File: src/design/rbc_pkg.sv
// ----------------------------------------------------------------------------
// rbc_pkg: shared types and constants of the raster to braille cell converter
// geometry of the cell store, byte codes, braille ascii table, command format
// ----------------------------------------------------------------------------
package rbc_pkg;

    // geometry
    localparam int MAX_COLUMNS = 2048;
    localparam int STORE_CELLS = (MAX_COLUMNS + 1) / 2;
    localparam int COL_W       = $clog2(MAX_COLUMNS);
    localparam int IDX_W       = $clog2(STORE_CELLS);
    localparam int WIDTH_W     = 12;
    localparam int HEIGHT_W    = 16;
    localparam int MODE_W      = 3;
    localparam int CMD_DEPTH   = 4;
    localparam int CMD_CNT_W   = $clog2(CMD_DEPTH + 1);
    localparam int CMD_PTR_W   = $clog2(CMD_DEPTH);

    // output byte codes
    localparam logic [7:0] UTF8_LEAD = 8'hE2;
    localparam logic [7:0] UTF8_MID  = 8'hA0;
    localparam logic [7:0] UTF8_CONT = 8'h80;
    localparam logic [7:0] NEWLINE   = 8'h0A;

    // braille ascii character for each 6-dot cell
    localparam logic [7:0] BRF_TABLE [64] = '{
        8'h20, 8'h41, 8'h31, 8'h42, 8'h27, 8'h4B, 8'h32, 8'h4C,
        8'h40, 8'h43, 8'h49, 8'h46, 8'h2F, 8'h4D, 8'h53, 8'h50,
        8'h22, 8'h45, 8'h33, 8'h48, 8'h39, 8'h4F, 8'h36, 8'h52,
        8'h5E, 8'h44, 8'h4A, 8'h47, 8'h3E, 8'h4E, 8'h54, 8'h51,
        8'h2C, 8'h2A, 8'h35, 8'h3C, 8'h2D, 8'h55, 8'h38, 8'h56,
        8'h2E, 8'h25, 8'h5B, 8'h24, 8'h2B, 8'h58, 8'h21, 8'h26,
        8'h3B, 8'h3A, 8'h34, 8'h5C, 8'h30, 8'h5A, 8'h37, 8'h28,
        8'h5F, 8'h3F, 8'h57, 8'h5D, 8'h23, 8'h59, 8'h29, 8'h3D
    };

    // format_mode register codes
    typedef enum logic [MODE_W-1:0] {
        MODE_BRF6   = 3'd0,
        MODE_UTF8_8 = 3'd1,
        MODE_UTF8_6 = 3'd2,
        MODE_ISO8   = 3'd3,
        MODE_ISO6   = 3'd4
    } mode_t;

    // register indexes on the config port
    typedef enum logic [1:0] {
        REG_WIDTH  = 2'd0,
        REG_HEIGHT = 2'd1,
        REG_MODE   = 2'd2
    } reg_index_t;

    typedef enum logic [1:0] {
        FMT_BRF,
        FMT_UTF8,
        FMT_ISO
    } cell_fmt_t;

    typedef struct packed {
        logic        eight_dot;
        logic        iso;
        cell_fmt_t   fmt;
    } mode_dec_t;

    typedef struct packed {
        logic [WIDTH_W-1:0]  width;
        logic [HEIGHT_W-1:0] height;
        logic [MODE_W-1:0]   mode;
    } cfg_t;

    // one entry of the command queue: all bytes one pixel causes
    typedef struct packed {
        logic [7:0] dots;
        cell_fmt_t  fmt;
        logic       has_cell;
        logic       has_nl;
        logic       img_done;
    } cmd_t;

    function automatic mode_dec_t decode_mode(input logic [MODE_W-1:0] mode);
        mode_dec_t dec;
        dec = '{eight_dot: 1'b0, iso: 1'b0, fmt: FMT_BRF};
        unique case (mode) inside
            MODE_UTF8_8:
            begin
                dec.eight_dot = 1'b1;
                dec.fmt       = FMT_UTF8;
            end
            MODE_UTF8_6:
            begin
                dec.fmt = FMT_UTF8;
            end
            MODE_ISO8:
            begin
                dec.eight_dot = 1'b1;
                dec.iso       = 1'b1;
                dec.fmt       = FMT_ISO;
            end
            MODE_ISO6:
            begin
                dec.iso = 1'b1;
                dec.fmt = FMT_ISO;
            end
            default:
            begin
                dec.fmt = FMT_BRF;
            end
        endcase
        return dec;
    endfunction

endpackage

File: src/design/rbc_back.sv
// ----------------------------------------------------------------------------
// rbc_back: byte serializer
// expands each command into its utf-8, iso or brf bytes plus an optional newline and
// holds them in an output register
// ----------------------------------------------------------------------------
module rbc_back (
    input  logic          clk,
    input  logic          rst_n,
    input  logic          cmd_valid,
    input  rbc_pkg::cmd_t cmd,
    output logic          cmd_pop,
    output logic          byte_valid,
    input  logic          byte_stall,
    output logic [7:0]    out_byte,
    output logic          last_of_run,
    output logic          image_done
);

    logic [1:0] step_reg;
    logic       out_valid_reg;
    logic [7:0] out_byte_reg;
    logic       last_reg;
    logic       done_reg;

    logic [1:0] cell_bytes;
    logic [2:0] total;
    logic       is_last;
    logic [7:0] next_byte;
    logic       load;

    always_comb
    begin
        if (!cmd.has_cell)
            cell_bytes = 2'd0;
        else if (cmd.fmt == rbc_pkg::FMT_UTF8)
            cell_bytes = 2'd3;
        else
            cell_bytes = 2'd1;
        total   = {1'b0, cell_bytes} + {2'b00, cmd.has_nl};
        is_last = ({1'b0, step_reg} + 3'd1) == total;

        if (step_reg < cell_bytes)
        begin
            case (cmd.fmt)
                rbc_pkg::FMT_UTF8:
                begin
                    if (step_reg == 2'd0)
                        next_byte = rbc_pkg::UTF8_LEAD;
                    else if (step_reg == 2'd1)
                        next_byte = rbc_pkg::UTF8_MID | {6'd0, cmd.dots[7:6]};
                    else
                        next_byte = rbc_pkg::UTF8_CONT | {2'd0, cmd.dots[5:0]};
                end
                rbc_pkg::FMT_ISO: next_byte = cmd.dots;
                default:          next_byte = rbc_pkg::BRF_TABLE[cmd.dots[5:0]];
            endcase
        end
        else
        begin
            next_byte = rbc_pkg::NEWLINE;
        end

        load    = cmd_valid && (!out_valid_reg || !byte_stall);
        cmd_pop = load && is_last;
    end

    always_ff @(posedge clk)
    begin
        if (load)
        begin
            out_byte_reg <= next_byte;
            last_reg     <= is_last;
            done_reg     <= is_last && cmd.img_done;
        end
    end

    always_ff @(posedge clk or negedge rst_n)
    begin
        if (!rst_n)
        begin
            step_reg      <= '0;
            out_valid_reg <= 1'b0;
        end
        else
        begin
            if (load)
                step_reg <= is_last ? 2'd0 : step_reg + 2'd1;
            if (load)
                out_valid_reg <= 1'b1;
            else if (!byte_stall)
                out_valid_reg <= 1'b0;
        end
    end

    assign byte_valid  = out_valid_reg;
    assign out_byte    = out_byte_reg;
    assign last_of_run = last_reg;
    assign image_done  = done_reg;

    // a command leaves the queue only with its final byte
    a_pop_marks_last: assert property (@(posedge clk) disable iff (!rst_n)
        cmd_pop |=> (out_valid_reg && last_reg))
        else $error("command popped without final byte");

    a_done_is_last: assert property (@(posedge clk) disable iff (!rst_n)
        (out_valid_reg && done_reg) |-> last_reg)
        else $error("image end flag on a byte that is not last of run");

endmodule

File: config.mk
export PLATFORM = sky130hd
export DESIGN_NAME = rbc_back
export DESIGN_NICKNAME = d
export VERILOG_FILES = /design/src/design/rbc_pkg.sv /design/src/design/rbc_back.sv
export SDC_FILE = /design/constraint.sdc
export NUM_CORES = 1
export LEC_CHECK = 0
export ABC_AREA = 1
export BUFFER_PORTS_ARGS = -buffer_cell sky130_fd_sc_hd__buf_2
export CAP_MARGIN = 20
export CORE_MARGIN = 2
export CORE_UTILIZATION = 30
export CTS_BUF_LIST = sky130_fd_sc_hd__clkbuf_16
export CTS_CLUSTER_DIAMETER = 30
export DETAILED_ROUTE_END_ITERATION = 7
export GPL_TIMING_DRIVEN = 0
export MAX_ROUTING_LAYER = met4
export PLACE_DENSITY_LB_ADDON = 0.15
export SETUP_SLACK_MARGIN = 0.05
export SLEW_MARGIN = 20
export SYNTH_ARGS = -nofsm -noshare
export SYNTH_HDL_FRONTEND = slang
export SYNTH_SLANG_ARGS = --single-unit
File: constraint.sdc
create_clock -name clk -period 1.46 [get_ports clk]
set_input_delay 0 -clock clk [delete_from_list [all_inputs] [get_ports clk]]
set_output_delay 0 -clock clk [all_outputs]
set_load 0.01 [all_outputs]
Word-level counts from Yosys, hierarchy flattened
Memory sizes are Yosys's and may differ from the RTL's.
Index checks and enable logic that the tools add are counted.
{"block": "word_totals", "memories": 1, "out_inout_bits": 12, "reg_bits": 13, "word_cells": 34, "inputBits": 17, "romBits": 512}
{"block": "op_classes", "n_lt_le_gt_ge": 2, "reduce_logical": 7, "bitwise_logic": 1, "n_eq_ne": 5, "addsub": 3, "mux": 10}
{"memory": "(name not given)", "depth": 64, "word_bits": 8, "rd": 1, "rd_clocked_by_memory_dff": 0, "write_ports": 0, "line": "rbc_back.sv:55", "text": "default: next_byte = rbc_pkg::BRF_TABLE[cmd.dots[5:0]];"}
{"cell": "$mux W8", "n": 2}
{"cell": "$pmux W8 S2", "n": 1}
{"cell": "$ge A7 B7 Y1 const B", "n": 1}
{"cell": "$mux W7", "n": 1}
{"cell": "$not A6 Y7", "n": 1}
{"cell": "$mux W2", "n": 3}
{"cell": "$mux W6", "n": 1}
{"cell": "$eq A2 B1 Y1 const B", "n": 2}
{"cell": "$add A2 B1 Y3", "n": 1}
{"cell": "$add A2 B1 Y3 const B", "n": 1}
{"cell": "$eq A3 B3 Y1", "n": 1}
{"cell": "$logic_and A1 B1 Y1", "n": 3}
{"cell": "$add A2 B1 Y2 const B", "n": 1}
{"cell": "$eq A2 B2 Y1 const B", "n": 1}
{"cell": "$logic_not A1 Y1", "n": 2}
{"cell": "$logic_not A2 Y1", "n": 1}
{"cell": "$lt A2 B2 Y1", "n": 1}
{"cell": "$mux W1", "n": 2}
{"cell": "$ne A2 B1 Y1 const B", "n": 1}
{"cell": "$logic_or A1 B1 Y1", "n": 1}

Depth between registers and ports, before layout
{"block": "logic_depth", "ltp_word": 6, "ltp_mapped": 11, "ltp_nobuf": 11}

Least setup slack after synthesis
No wires, ideal clock.
{"block": "synth_timing", "path_type": "reg-to-reg", "from": "register step_reg[0]", "to": "register out_byte_reg[4], in the netlist out_byte[4] (data pin)", "path_buffers": 0, "required_ps": 1322, "setup_ps": 138, "arrival_time_ps": 1366, "path_slack_ps": -44, "period_less_slack_ps": 1504, "path_stages_with_launch": 9, "path_cell_list": "dfrtp_1 inv_2 ha_1 inv_1 nand2_1 o21ai_0 a21oi_1 or2_0 nor2_1"}
{"block": "synth_via", "elab_chain_cells": 4, "elab_cells_between_ends": 6, "classes_between": "order compare: 1; eq/ne: 1; mux: 3; reduce/logical: 1"}
{"item": "start: declaration", "line": "rbc_back.sv:19", "text": "logic [1:0] step_reg;"}
{"item": "start signal: assignment", "line": "rbc_back.sv:87", "text": "step_reg <= is_last ? 2'd0 : step_reg + 2'd1;"}
{"item": "$eq A2 B1 Y1", "line": "rbc_back.sv:49", "text": "else if (step_reg == 2'd1)"}
{"item": "$mux W6", "line": "rbc_back.sv:49"}
{"item": "$mux W7", "line": "rbc_back.sv:47", "text": "if (step_reg == 2'd0)"}
{"item": "$pmux W8 S2", "line": "rbc_back.sv:44", "text": "case (cmd.fmt)"}
{"item": "end signal: assignment", "line": "rbc_back.sv:71", "text": "out_byte_reg <= next_byte;"}
{"item": "end: declaration", "line": "rbc_back.sv:21", "text": "logic [7:0] out_byte_reg;"}
Parallel ways exist; a longest one is shown, timed or not.
A chain may end at the register's enable or synchronous reset.

Worst setup path in the final report
{"block": "layout_timing", "from": "register step_reg[1]", "to": "output port cmd_pop"}
{"block": "layout_via", "elab_chain_cells": 3}
{"item": "$add A2 B1 Y3", "line": "rbc_back.sv:40", "text": "is_last = ({1'b0, step_reg} + 3'd1) == total;"}
{"item": "$eq A3 B3 Y1", "line": "rbc_back.sv:40"}
{"item": "$logic_and A1 B1 Y1", "line": "rbc_back.sv:64", "text": "cmd_pop = load && is_last;"}
{"item": "end: declaration", "line": "rbc_back.sv:11", "text": "output logic cmd_pop,"}
No other way between the ends.

==> metrics.txt <==
Initial DRC Count 93; ant diodes 0; Setup crit start kind flip-flop; WP data arrival 1.49 ns; initial antenna violation count 0; Hold Fails Final Rpt 0; clock network power share 19.0%; Async SR Flop Fraction 23.1%; Rows 26; Hold Path Cell Cnt 3; DRC Markers 0; failing checks setup timing; initial core utilization 30.9%; end of the worst register-to-register path out_byte[4]; # port buffers 28; max reg flops 8; Cell variety after synth 28; nets 328; core area 0.00507 mm2; worst path cell trace buf_6 -> ha_4 -> xnor2_2 -> nand3_2 -> nor2_1 -> buf_2; #FFs+latches synth 13; fmax 0.669 GHz; Max Cap Viol 0; Root Driver clkbuf_16; Psw 0.953 mW; total global-route track usage 16.6%; Cell Area, Placed 0.00180 mm2; CTS tree done; Vias 1785; pin count of the biggest net entering global routing 15; CP max FO 3; R2R setup slack -0.01 ns; CP max stage cell dfrtp_2; min-delay worst type primary input to flip-flop; die height 76.3 um; Synth top area share 19.2%; status complete, but fails checks; Least-Margin Pin Slew 0.481 ns; Critical Path End Type primary output; first-pass GRT wire length 7820 um; Critical Path Stages 6; worst r2r path cells 7; CTS Buf Count 3; Period Utilization, post-route 102%; Via density 4.90; GR Overflow Total 0; clk buf depth 2; ANT nets after route 0; Post-Syn Area per Cell 6.37 um2; final worst slack -0.0345 ns; Synth Flop Type edfxtp_1; register area share after synthesis 24.0%; Slew headroom 67.9%; worst vdd ir 0.000515 V; routability congestion estimate from global placement 0.900; Top-Level Pins 29; # setup viols final 2; worst skew pair latency 0.23 ns; Reg-to-Reg Start step_reg[1]; final WL 4740 um; Worst Hold End byte_valid; hpwl dp 3430 um; WS Path Type flip-flop to primary output; Worst-path clk slew 0.04 ns; Yosys top cell by area edfxtp_1; Avg WL per Cell 13.0 um; Post-Synthesis Cells 246; Reg power frac 23.0%; most instantiated library cell after synthesis nand2_1; Logic pwr share 58.0%; minimum clock period 1.49 ns; Crit path required time 1.46 ns; hold path startpoint cmd_valid; max incr delay on CP 0.45 ns; Synth Net Count 279; synthesized cell area 0.00157 mm2; number of global-route vias before repair 1639; DRT Pass-1 Iters 4; Die W 76.3 um; Area Growth Syn to Fin 38.2%; Synth area leaders edfxtp_1 (19%), nand2_1 (18%), ha_1 (13%); leak pwr 1.03 nW; pre-CTS setup slack -0.338 ns; Syn. warnings 0; Crit path max-delay family flip-flops; Max Slew Vio Count 0; CTS Sinks 13; Int Power 1.61 mW; clock skew 0.000439 ns; die area 0.00582 mm2; Worst Path Buf+Inv 2; RSZ-0062 raised after global routing yes; Power Density 1180 mW/mm2; Switching Share 37.2%; number of synthesized flops with an enable pin 10; H-tree depth 1; Commonest cells post-synth nand2_1 (75), nand3_1 (33), inv_1 (23), a21oi_1 (17), nor2_1 (17); share of layout cells above drive strength 1 30.3%; Layout Cell Area excl Fill 0.00216 mm2
## cell usage in the layout, fill, tap and decap left out, drive strengths merged
master,instances
clkbuf,6
o211ai,4
inv,24
nand3,33
a21oi,18
dlygate4sd3,2
ha,16
o21ai,19
dfrtp,3
a31oi,3
clkinvlp,3
o22ai,1
edfxtp,10
nor3,2
nand2,76
or2,3
buf,49
nand4,1
xor2,1
nor2,17
xnor2,2
a221o,1
## area by class of cell
class,count,area (um2)
Sequential cell,13,378
Timing Repair Buffer,44,279
Buffer,10,52.6
Multi-Input combinational cell,197,1170
Clock buffer,3,75.1
Clock inverter,1,3.75
Inverter,26,114
Tap cell,70,87.6
Fill cell,586,2910
## stage by stage
stage	power [mW]	instances	hold WS, ns	setup TNS, ns	utilization (%)
final	2.56	364	0.0549	-0.0436	42.7
after global routing	2.75	364	0.0638	-0.557	42.7
after CTS	2.35	358	0.00421	-0.0728	40.4
after detailed placement	1.48	344	-0.201	-1.94	35.5
after global placement	1.48	344	-0.201	-2.15	35.5
after floorplan	1.22	246	-0.296	0	-
## logic make-up (layout without fill, tap and decap cells)
family                     Yosys count  in the layout  share of synthesized area (%)
and+or+nand+nor                    132            132                           35.5
DFF                                 13             13                           24.0
xor gates and xnor gates             3              3                           1.68
AOI/OAI and AO/OA                   46             46                           16.5
adders and majority gates           16             16                           12.8
buffers and inverters               36             84                           9.58
## tightest hold or removal path, delay by kind of cell
kind,cells,cell delay [ns]
and+or+nand+nor,2,0.18
buffers and inverters,1,0.07
## power groups by stage
stage / clock, mW / combinational [mW] / sequential (mW)
after CTS: 0.493 / 1.28 / 0.583
after detailed placement: 0 / 0.907 / 0.571
after global routing: 0.512 / 1.65 / 0.597
final: 0.487 / 1.49 / 0.588
after global placement: 0 / 0.910 / 0.573
after floorplan: 0 / 0.624 / 0.596
## worst max-delay path by stage
stage,endpoint,startpoint,slack [ns]
2_1_floorplan,out_byte[4],step_reg[0],0.05
3_3_place_gp,out_byte[5],cmd[5],-0.36
3_5_place_dp,out_byte[5],cmd[5],-0.34
4_1_cts,out_byte[1],step_reg[1],-0.02
5_1_grt,cmd_pop,step_reg[0],-0.13
6_report,cmd_pop,step_reg[1],-0.03
## repair_timing
action | 4_1_cts | 5_1_grt
hold buffers | 2 | 0
endpoints found under the hold margin | 4 | 0
buffers inserted | 8 | 6
setup endpoints to repair | 12 | 13
resized for setup | 17 | 24
pin swaps | 5 | 11
cloned | 0 | 0
## metal layers
metal	vias up	track usage [%]	share of wire (%)
li1	915	-	-
met2	55	26.5	46
met5	-	-	0
met4	0	3.27	0.82
met3	4	1.54	5.2
met1	811	23.1	48
Note: power is estimated with default switching activity, not from simulation.
