**config.mk**
```make
export PLATFORM = sky130hd
export DESIGN_NAME = rbc_cmd_fifo
export DESIGN_NICKNAME = d
export VERILOG_FILES = /design/src/design/rbc_pkg.sv /design/src/design/rbc_cmd_fifo.sv
export SDC_FILE = /design/constraint.sdc
export NUM_CORES = 1
export LEC_CHECK = 0
export BUFFER_PORTS_ARGS = -buffer_cell sky130_fd_sc_hd__buf_2
export CAP_MARGIN = 20
export CORE_MARGIN = 2
export CORE_UTILIZATION = 57
export DETAILED_ROUTE_END_ITERATION = 6
export HOLD_SLACK_MARGIN = 0.15
export PLACE_DENSITY = 0.79
export SKIP_LAST_GASP = 1
export SYNTH_ARGS = -nofsm -noshare
export SYNTH_HDL_FRONTEND = slang
export SYNTH_SLANG_ARGS = --single-unit
```
**constraint.sdc**
```tcl
create_clock -name clk -period 3.3 [get_ports clk]
set_clock_uncertainty 0.1 [all_clocks]
set_input_delay 0.165 -clock clk [delete_from_list [all_inputs] [get_ports clk]]
set_output_delay 0.165 -clock clk [all_outputs]
set_load 0.03 [all_outputs]
```
**src/design/rbc_pkg.sv**
```systemverilog
// ----------------------------------------------------------------------------
// rbc_pkg: shared types and constants of the raster to braille cell converter
// geometry of the cell store, byte codes, braille ascii table, command format
// ----------------------------------------------------------------------------
package rbc_pkg;

    // geometry
    localparam int MAX_COLUMNS = 2048;
    localparam int STORE_CELLS = (MAX_COLUMNS + 1) / 2;
    localparam int COL_W       = $clog2(MAX_COLUMNS);
    localparam int IDX_W       = $clog2(STORE_CELLS);
    localparam int WIDTH_W     = 12;
    localparam int HEIGHT_W    = 16;
    localparam int MODE_W      = 3;
    localparam int CMD_DEPTH   = 4;
    localparam int CMD_CNT_W   = $clog2(CMD_DEPTH + 1);
    localparam int CMD_PTR_W   = $clog2(CMD_DEPTH);

    // output byte codes
    localparam logic [7:0] UTF8_LEAD = 8'hE2;
    localparam logic [7:0] UTF8_MID  = 8'hA0;
    localparam logic [7:0] UTF8_CONT = 8'h80;
    localparam logic [7:0] NEWLINE   = 8'h0A;

    // braille ascii character for each 6-dot cell
    localparam logic [7:0] BRF_TABLE [64] = '{
        8'h20, 8'h41, 8'h31, 8'h42, 8'h27, 8'h4B, 8'h32, 8'h4C,
        8'h40, 8'h43, 8'h49, 8'h46, 8'h2F, 8'h4D, 8'h53, 8'h50,
        8'h22, 8'h45, 8'h33, 8'h48, 8'h39, 8'h4F, 8'h36, 8'h52,
        8'h5E, 8'h44, 8'h4A, 8'h47, 8'h3E, 8'h4E, 8'h54, 8'h51,
        8'h2C, 8'h2A, 8'h35, 8'h3C, 8'h2D, 8'h55, 8'h38, 8'h56,
        8'h2E, 8'h25, 8'h5B, 8'h24, 8'h2B, 8'h58, 8'h21, 8'h26,
        8'h3B, 8'h3A, 8'h34, 8'h5C, 8'h30, 8'h5A, 8'h37, 8'h28,
        8'h5F, 8'h3F, 8'h57, 8'h5D, 8'h23, 8'h59, 8'h29, 8'h3D
    };

    // format_mode register codes
    typedef enum logic [MODE_W-1:0] {
        MODE_BRF6   = 3'd0,
        MODE_UTF8_8 = 3'd1,
        MODE_UTF8_6 = 3'd2,
        MODE_ISO8   = 3'd3,
        MODE_ISO6   = 3'd4
    } mode_t;

    // register indexes on the config port
    typedef enum logic [1:0] {
        REG_WIDTH  = 2'd0,
        REG_HEIGHT = 2'd1,
        REG_MODE   = 2'd2
    } reg_index_t;

    typedef enum logic [1:0] {
        FMT_BRF,
        FMT_UTF8,
        FMT_ISO
    } cell_fmt_t;

    typedef struct packed {
        logic        eight_dot;
        logic        iso;
        cell_fmt_t   fmt;
    } mode_dec_t;

    typedef struct packed {
        logic [WIDTH_W-1:0]  width;
        logic [HEIGHT_W-1:0] height;
        logic [MODE_W-1:0]   mode;
    } cfg_t;

    // one entry of the command queue: all bytes one pixel causes
    typedef struct packed {
        logic [7:0] dots;
        cell_fmt_t  fmt;
        logic       has_cell;
        logic       has_nl;
        logic       img_done;
    } cmd_t;

    function automatic mode_dec_t decode_mode(input logic [MODE_W-1:0] mode);
        mode_dec_t dec;
        dec = '{eight_dot: 1'b0, iso: 1'b0, fmt: FMT_BRF};
        unique case (mode) inside
            MODE_UTF8_8:
            begin
                dec.eight_dot = 1'b1;
                dec.fmt       = FMT_UTF8;
            end
            MODE_UTF8_6:
            begin
                dec.fmt = FMT_UTF8;
            end
            MODE_ISO8:
            begin
                dec.eight_dot = 1'b1;
                dec.iso       = 1'b1;
                dec.fmt       = FMT_ISO;
            end
            MODE_ISO6:
            begin
                dec.iso = 1'b1;
                dec.fmt = FMT_ISO;
            end
            default:
            begin
                dec.fmt = FMT_BRF;
            end
        endcase
        return dec;
    endfunction

endpackage

```
**src/design/rbc_cmd_fifo.sv**
```systemverilog
// ----------------------------------------------------------------------------
// rbc_cmd_fifo: command queue between pixel intake and byte serializer
// small register queue, push and pop in the same cycle allowed
// ----------------------------------------------------------------------------
module rbc_cmd_fifo (
    input  logic          clk,
    input  logic          rst_n,
    input  logic          push,
    input  rbc_pkg::cmd_t push_data,
    output logic          full,
    input  logic          pop,
    output logic          not_empty,
    output rbc_pkg::cmd_t head
);

    rbc_pkg::cmd_t                 slot_reg [rbc_pkg::CMD_DEPTH];
    logic [rbc_pkg::CMD_PTR_W-1:0] wr_ptr_reg;
    logic [rbc_pkg::CMD_PTR_W-1:0] rd_ptr_reg;
    logic [rbc_pkg::CMD_CNT_W-1:0] count_reg;

    assign full      = (count_reg == rbc_pkg::CMD_CNT_W'(rbc_pkg::CMD_DEPTH));
    assign not_empty = (count_reg != '0);
    assign head      = slot_reg[rd_ptr_reg];

    always_ff @(posedge clk)
    begin
        if (push)
            slot_reg[wr_ptr_reg] <= push_data;
    end

    always_ff @(posedge clk or negedge rst_n)
    begin
        if (!rst_n)
        begin
            wr_ptr_reg <= '0;
            rd_ptr_reg <= '0;
            count_reg  <= '0;
        end
        else
        begin
            if (push)
                wr_ptr_reg <= wr_ptr_reg + 1'b1;
            if (pop)
                rd_ptr_reg <= rd_ptr_reg + 1'b1;
            if (push && !pop)
                count_reg <= count_reg + 1'b1;
            else if (pop && !push)
                count_reg <= count_reg - 1'b1;
        end
    end

    a_no_overflow: assert property (@(posedge clk) disable iff (!rst_n)
        full |-> !push)
        else $error("command queue overflow");

endmodule

```
# ---- Yosys cells after proc, flatten, opt, wreduce, memory -nomap -nowiden
# Memory sizes are Yosys's and may differ from the RTL's.
# Cells that the tools add are included.
dict set report classes {
  order_cmp 0
  multipliers 0
  eq_ne 1
  reduce_logical 6
  n_addsub 4
  n_bitwise 0
  div 0
  n_mux 4
  n_shift 0
}
# cell n
set ops {}
lappend ops {{2-to-1 mux 3 bit} 2}
lappend ops {{adder 2 x 1 -> 2 bit, second input constant} 2}
lappend ops {{adder 3 x 1 -> 3 bit, second input constant} 1}
lappend ops {{equality test 3 bit, second input constant} 1}
lappend ops {{nonzero test 3 bit} 1}
lappend ops {{subtractor 3 x 1 -> 3 bit, second input constant} 1}
lappend ops {{logical AND 1 bit} 2}
lappend ops {{logical NOT 1 bit} 2}
lappend ops {{2-to-1 mux 1 bit} 2}
lappend ops {{nonzero test 2 bit} 1}
dict set report totals {
  mem_bits_ro 0
  mem_count 1
  inputBits 17
  mem_bits_rw 52
  reg_bits 7
  latchBits 0
  elab_cells 19
  out_inout_bits 15
}
# name depth word_bits read_ports rd_ports_with_merged_regs wr line_no
set memory_table {}
lappend memory_table {slot_reg 4 13 1 0 1 rbc_cmd_fifo.sv:16} ;# rbc_pkg::cmd_t slot_reg [rbc_pkg::CMD_DEPTH];

# ---- Depth between registers and ports, before layout
# Gate-level depths: netlist (run 1).
dict set report depth {
  ltp_word 4
  depth_mapped 7
  mapped_depth_nobuf 7
}

# ---- Worst setup path before layout (run 1)
# Ideal clock, no wire load.
dict set report synth_path {
  path_type {flip-flop to flip-flop}
  startpoint {register wr_ptr_reg[0] (netlist bit)}
  endpoint {memory slot_reg[0][0] (netlist bit), enable pin}
  slack_ns 1.854
  stages_incl_launch_ff 4
  required_ns 2.839
  synth_period_minus_slack_ns 1.446
  arrival_time_ns 0.985
  setup_time_ns 0.361
  path_buffers 0
  cell_sequence {dfrtp_1 -> inv_1 -> ha_1 -> and2_1}
}
# item line_no
set synth_lines {}
lappend synth_lines {{start: declaration} rbc_cmd_fifo.sv:17} ;# logic [rbc_pkg::CMD_PTR_W-1:0] wr_ptr_reg;
lappend synth_lines {{start signal: assignment} rbc_cmd_fifo.sv:42} ;# wr_ptr_reg <= wr_ptr_reg + 1'b1;
lappend synth_lines {{end: declaration} rbc_cmd_fifo.sv:16}
# No word-level cell before the write port.

==> impl_metrics.ini, run 1 <==
[die]
die_w_um = 67.54
start_util_pct = 58.36
coreArea_um2 = 3943
die_y_um = 67.54
num_rows = 23
floorplan.die_area_um2 = 4561
design.portCount = 32

[place]
dpl_cell_area_um2 = 2482
place_congestion = 0.6707
dp_hpwl_um = 2275
io_buffers = 31

[sta]
min_period_ns = 2.309
final_hold_viol_count = 0
worst_slew_pin_slew_ns = 0.8232
post-route-period-util_pct = 69.97
max_slew_margin_pct = 45.12
finalSetupTns_ns = 0
setup_viol_count_final = 0
fmax_ghz = 0.4331
drv_slew = 0
rsz0062_at_grt = no

[global_routing]
grt_pass1_wl_um = 6175
grt_pass1_vias = 1258
antenna_found_initial = 0
overflow = 0
grt_usage_pct = 20.51
grt_max_degree = 16

[logic_synthesis]
async_reset_ff_share_pct = 11.86
yosys-top-cells-area = edfxtp_1 (68%), mux4_2 (7.8%), dfrtp_1 (7.6%), mux4_1 (5.7%), ha_1 (2.7%)
synthTopCellsByCount = edfxtp_1 (52), mux4_2 (8), dfrtp_1 (7)
syn_area_um2 = 2301
yosysSeqAreaShare_pct = 75.48
synth_flop_cell = edfxtp_1
syn-num-nets = 125
synth_area_per_cell_um2 = 22.56
synth.largest_area_cell = edfxtp_1
synth.distinct_cells = 19
synth_edf_count = 52
ys_ff_latch = 59
synthCells = 102
yosysMostFrequentCell = edfxtp_1
yosysWarnings = 0
synth.top_cell.area_share_pct = 67.86

[routing]
via_count = 1128
drc = 0
vias_per_cell = 5.296
wire_per_inst_um = 17.64
wl_um = 3758
first_pass_iters = 4
ant_nets = 0
drtIter0Drc = 76

[final_layout]
fin_area_um2 = 2830
areaGrowthSynthToFinish_pct = 23.00
diodes = 0
n_fill_cell = 242
drive_above_1_share_pct = 31.29
layout.nets = 181
largest_reg_flops = 52

[min_path]
hold_path.class = flop to flop

[power]
leakagePower_nw = 1.056
p_comb_share_pct = 30.3
finalPower_mw = 2.485
clkPwrFrac_pct = 24.0
internal_power_mw = 1.658
switching_share_pct = 33.28
peakVddDrop_v = 0.0005665
p_seq_share_pct = 45.7
power_density_nw_per_um2 = 877.9
p_switching_mw = 0.8268

[cts]
cts-root-buf = clkbuf_8
insertion_delay_ns = 0.32
cts_tree = built
path_clk_slew_ns = 0.06
clock_sinks = 59
htree_levels = 3
cts_made_buffers = 9
cts.path.max_buffers = 2

[critical_path]
critPathLaunchType = flop
cp.arrival_ns = 2.04
critPathKind = flop to output port
worst_setup_path_end_kind = output port
required_ns = 3.03
crit_fanout = 15

[status]
status = finished clean

[job]
maxCapViolCount = 0
==> power groups by stage <==
stage	logic, mW	registers [mW]	clock network, mW
5_1_grt	0.816	1.16	0.638
2_1_floorplan	0.666	1.06	0
3_3_place_gp	0.721	1.14	0
4_1_cts	0.766	1.14	0.601
6_report	0.753	1.14	0.596
3_5_place_dp	0.746	1.16	0
==> cell usage in the layout, fill, tap and decap left out, drive strengths merged <==
master,instances
o21ai,1
mux4,13
nand2,2
ha,5
nor3b,1
xnor2,2
xor2,4
bufinv,1
clkinv,2
edfxtp,52
buf,31
and2,4
or3,1
dlygate4sd3,17
fa,1
dfrtp,7
inv,4
mux2,1
clkbuf,13
nor2,1
==> cell families after synthesis <==
group | count (synthesis) | synth area share [%]
compound gates | 1 | 0.2173
simple gates | 9 | 2.175
flops | 59 | 75.48
buf+inv | 7 | 2.229
mux | 14 | 14.03
xor+xnor | 6 | 2.284
fa+ha+maj | 6 | 3.589
==> path summary, 6_finish.rpt <==
check | from | depth (start not counted) | endpoint | slack (ns)
max in group asynchronous | rst_n | 3 | count_reg[1]$_DFFE_PN0P_ | 2.11
worst max register to register | wr_ptr_reg[0]$_DFFE_PN0P_ | 3 | slot_reg[0][0]$_DFFE_PP_ | 1.55
worst max-delay path | rd_ptr_reg[0]$_DFFE_PN0P_ | 2 | head[10] | 0.99
worst min register to register | count_reg[2]$_DFFE_PN0P_ | 1 | count_reg[2]$_DFFE_PN0P_ | 0.39
worst min-delay path | count_reg[2]$_DFFE_PN0P_ | 1 | count_reg[2]$_DFFE_PN0P_ | 0.39
min in group asynchronous | rst_n | 3 | count_reg[0]$_DFFE_PN0P_ | 0.72
==> final cells by class <==
class / count / area, um2 / share of cell area (%)
Sequential cell: 59 / 1737 / 61.36
Timing Repair Buffer: 48 / 325.3 / 11.49
Clock buffer: 13 / 138.9 / 4.907
Multi-Input combinational cell: 36 / 513.0 / 18.13
Tap cell: 50 / 62.56 / 2.210
Clock inverter: 3 / 38.79 / 1.370
Inverter: 4 / 15.01 / 0.5305
==> critical path: stages (launching register included) <==
cell     delay [ns]
dfrtp_1        0.88
mux4_1         0.65
buf_2          0.19
==> through the flow <==
stage                     hold slack (ns)  setup slack [ns]  instances  utilization [%]
final                              0.3912            0.9911        213            71.79
after floorplan                   -0.2306             1.854        102                -
after detailed placement         -0.08958             1.285        180            62.96
after CTS                          0.3890            0.9300        213            71.79
after global placement           -0.09691             1.309        180            62.96
after global routing               0.4383            0.8437        213            71.79
==> per-layer routing <==
layer  vias to the layer above  part of all wire [%]  global-route usage (%)
li1                        522                     -                       -
met1                       578                    41                   24.16
met5                         -                     0                       0
met4                         0                  0.75                   8.673
met2                        24                    54                   34.19
met3                         4                   4.0                   7.333
==> what timing repair did <==
action | CTS | global route
resized for setup | 0 | 0
hold buffers | 17 | 0
endpoints found under the hold margin | 63 | 0
setup buffers | 0 | 0
No activity file was read; power rests on OpenSTA's default activity.
==> inputs of run 2 (changes only) <==
Settings changed: CORE_UTILIZATION 57 to 50, PLACE_DENSITY 0.79 to 0.74.
Clock period 3.3 ns to 2 ns, I/O delays scaled along.
==> impl_metrics.ini, run 2 (synthesis results as in run 1) <==
[sta]
whs_ns = 0.3826
min_period_ns = 1.891
final_hold_viol_count = 0
finalSetupTns_ns = 0
max_slew_margin_pct = 77.50
worst_slew_pin_slew_ns = 0.3365
setup_viol_count_final = 0
rsz0062_at_grt = no
layout_setup_ws_ns = 0.1093
drv_slew = 0
post-route-period-util_pct = 94.53
fmax_ghz = 0.5289

[critical_path]
r2r_cells = 4
critPathKind = flop to output port
cp.arrival_ns = 1.69
critPathLaunchType = flop
worst_setup_path_end_kind = output port
rrSetupSlack_ns = 0.42
required_ns = 1.80
crit_fanout = 6
r2r_start = wr_ptr_reg[0]$_DFFE_PN0P_
cp-startpoint = rd_ptr_reg[0]$_DFFE_PN0P_

[min_path]
hold_path.class = flop to flop
whs_path_depth = 1
hp-start = count_reg[2]$_DFFE_PN0P_

[cts]
cts-root-buf = clkbuf_8
cts.path.max_buffers = 2
cts_made_buffers = 9
cts_tree = built
insertion_delay_ns = 0.32
htree_levels = 3
path_clk_slew_ns = 0.07
clock_sinks = 59

[final_layout]
layout.nets = 190
diodes = 0
areaGrowthSynthToFinish_pct = 26.32
fin_area_um2 = 2907
drive_above_1_share_pct = 37.79
largest_reg_flops = 52
final_common_cell = edfxtp_1
final_cell_mix = edfxtp_1 (52), buf_2 (31), dlygate4sd3_1 (17), clkbuf_8 (9), buf_4 (9)

[power]
power_density_nw_per_um2 = 1452
peakVddDrop_v = 0.0008817
leakagePower_nw = 1.112

[routing]
drc = 0
wl_um = 3800
via_count = 1152
vias_per_cell = 5.143
drtIter0Drc = 75
ant_nets = 0
first_pass_iters = 4
wire_per_inst_um = 16.96

[status]
status = finished clean

[global_routing]
overflow = 0
use_met3_pct = 6.751
grt_pass1_vias = 1214
grt_usage_pct = 17.17
gr-usage-met2_pct = 27.06
top_usage_layer = met2
antenna_found_initial = 0
use_met1_pct = 20.93
grt_max_degree = 14
grt_pass1_wl_um = 6154

[die]
floorplan.die_area_um2 = 5160
num_rows = 24
die_y_um = 71.84
design.portCount = 32
start_util_pct = 52.48
die_w_um = 71.84
coreArea_um2 = 4384

[place]
place_congestion = 0.7241
io_buffers = 31
dp_hpwl_um = 2481
place_ws_ns = 0.3686
dpl_cell_area_um2 = 2552

[job]
maxCapViolCount = 0
==> run 2: changes by cell type in the layout (fill, tap and decap cells not counted) <==
| cell | previous run | this run |
|---|---|---|
| clkbuf_1 | 4 | 0 |
| buf_4 | 0 | 9 |
| dfrtp_1 | 7 | 6 |
| dfrtp_2 | 0 | 1 |
| clkinv_2 | 1 | 5 |
==> run 2: metal layers <==
metal | up-vias | part of all wire (%)
met3 | 7 | 4.1
met2 | 23 | 49
met4 | 0 | 2.2
li1 | 537 | -
met5 | - | 0
met1 | 585 | 44
==> run 2: worst paths after layout <==
kind,to
max,head[11]
min,count_reg[2]$_DFFE_PN0P_
max reg2reg,slot_reg[0][8]$_DFFE_PP_
min reg2reg,count_reg[2]$_DFFE_PN0P_
max in group asynchronous,rd_ptr_reg[0]$_DFFE_PN0P_
min in group asynchronous,count_reg[1]$_DFFE_PN0P_
==> run 2: stage by stage <==
stage / total power [mW] / util [%] / cells
floorplan: 2.841 / - / 102
global placement: 3.191 / 58.22 / 191
detailed placement: 3.246 / 58.22 / 191
CTS: 4.266 / 66.27 / 224
global route: 4.439 / 66.30 / 224
finish: 4.220 / 66.30 / 224
==> run 2: area by class of cell <==
cell class	count	area [um2]
repair buffers	57	392.9
inverters	4	15.01
multi-input cells	36	513.0
clock buffers	9	123.9
fillers	303	1478
clock inverters	7	58.81
well taps	52	65.06
flip-flops and latches	59	1738
==> run 2: report_power, final <==
| part | switching, mW | internal (mW) | leakage (nW) |
|---|---|---|---|
| clock network | 0.441 | 0.559 | 0.100 |
| registers | 0.133 | 1.64 | 0.559 |
| logic | 0.844 | 0.606 | 0.454 |
| total | 1.42 | 2.80 | 1.11 |
==> run 2: repair_timing <==
item / CTS / global route
endpoints found under the hold margin: 64 / 0
setup buffers: 0 / 0
hold buffers: 17 / 0
endpoints found under the setup margin: 0 / 10
resized for setup: 0 / 1
==> run 2: worst max-delay path, cell delays in order, from the launching register on <==
cell and delay, ns:
dfrtp_2 0.44, buf_4 0.19, mux4_1 0.54, buf_2 0.19
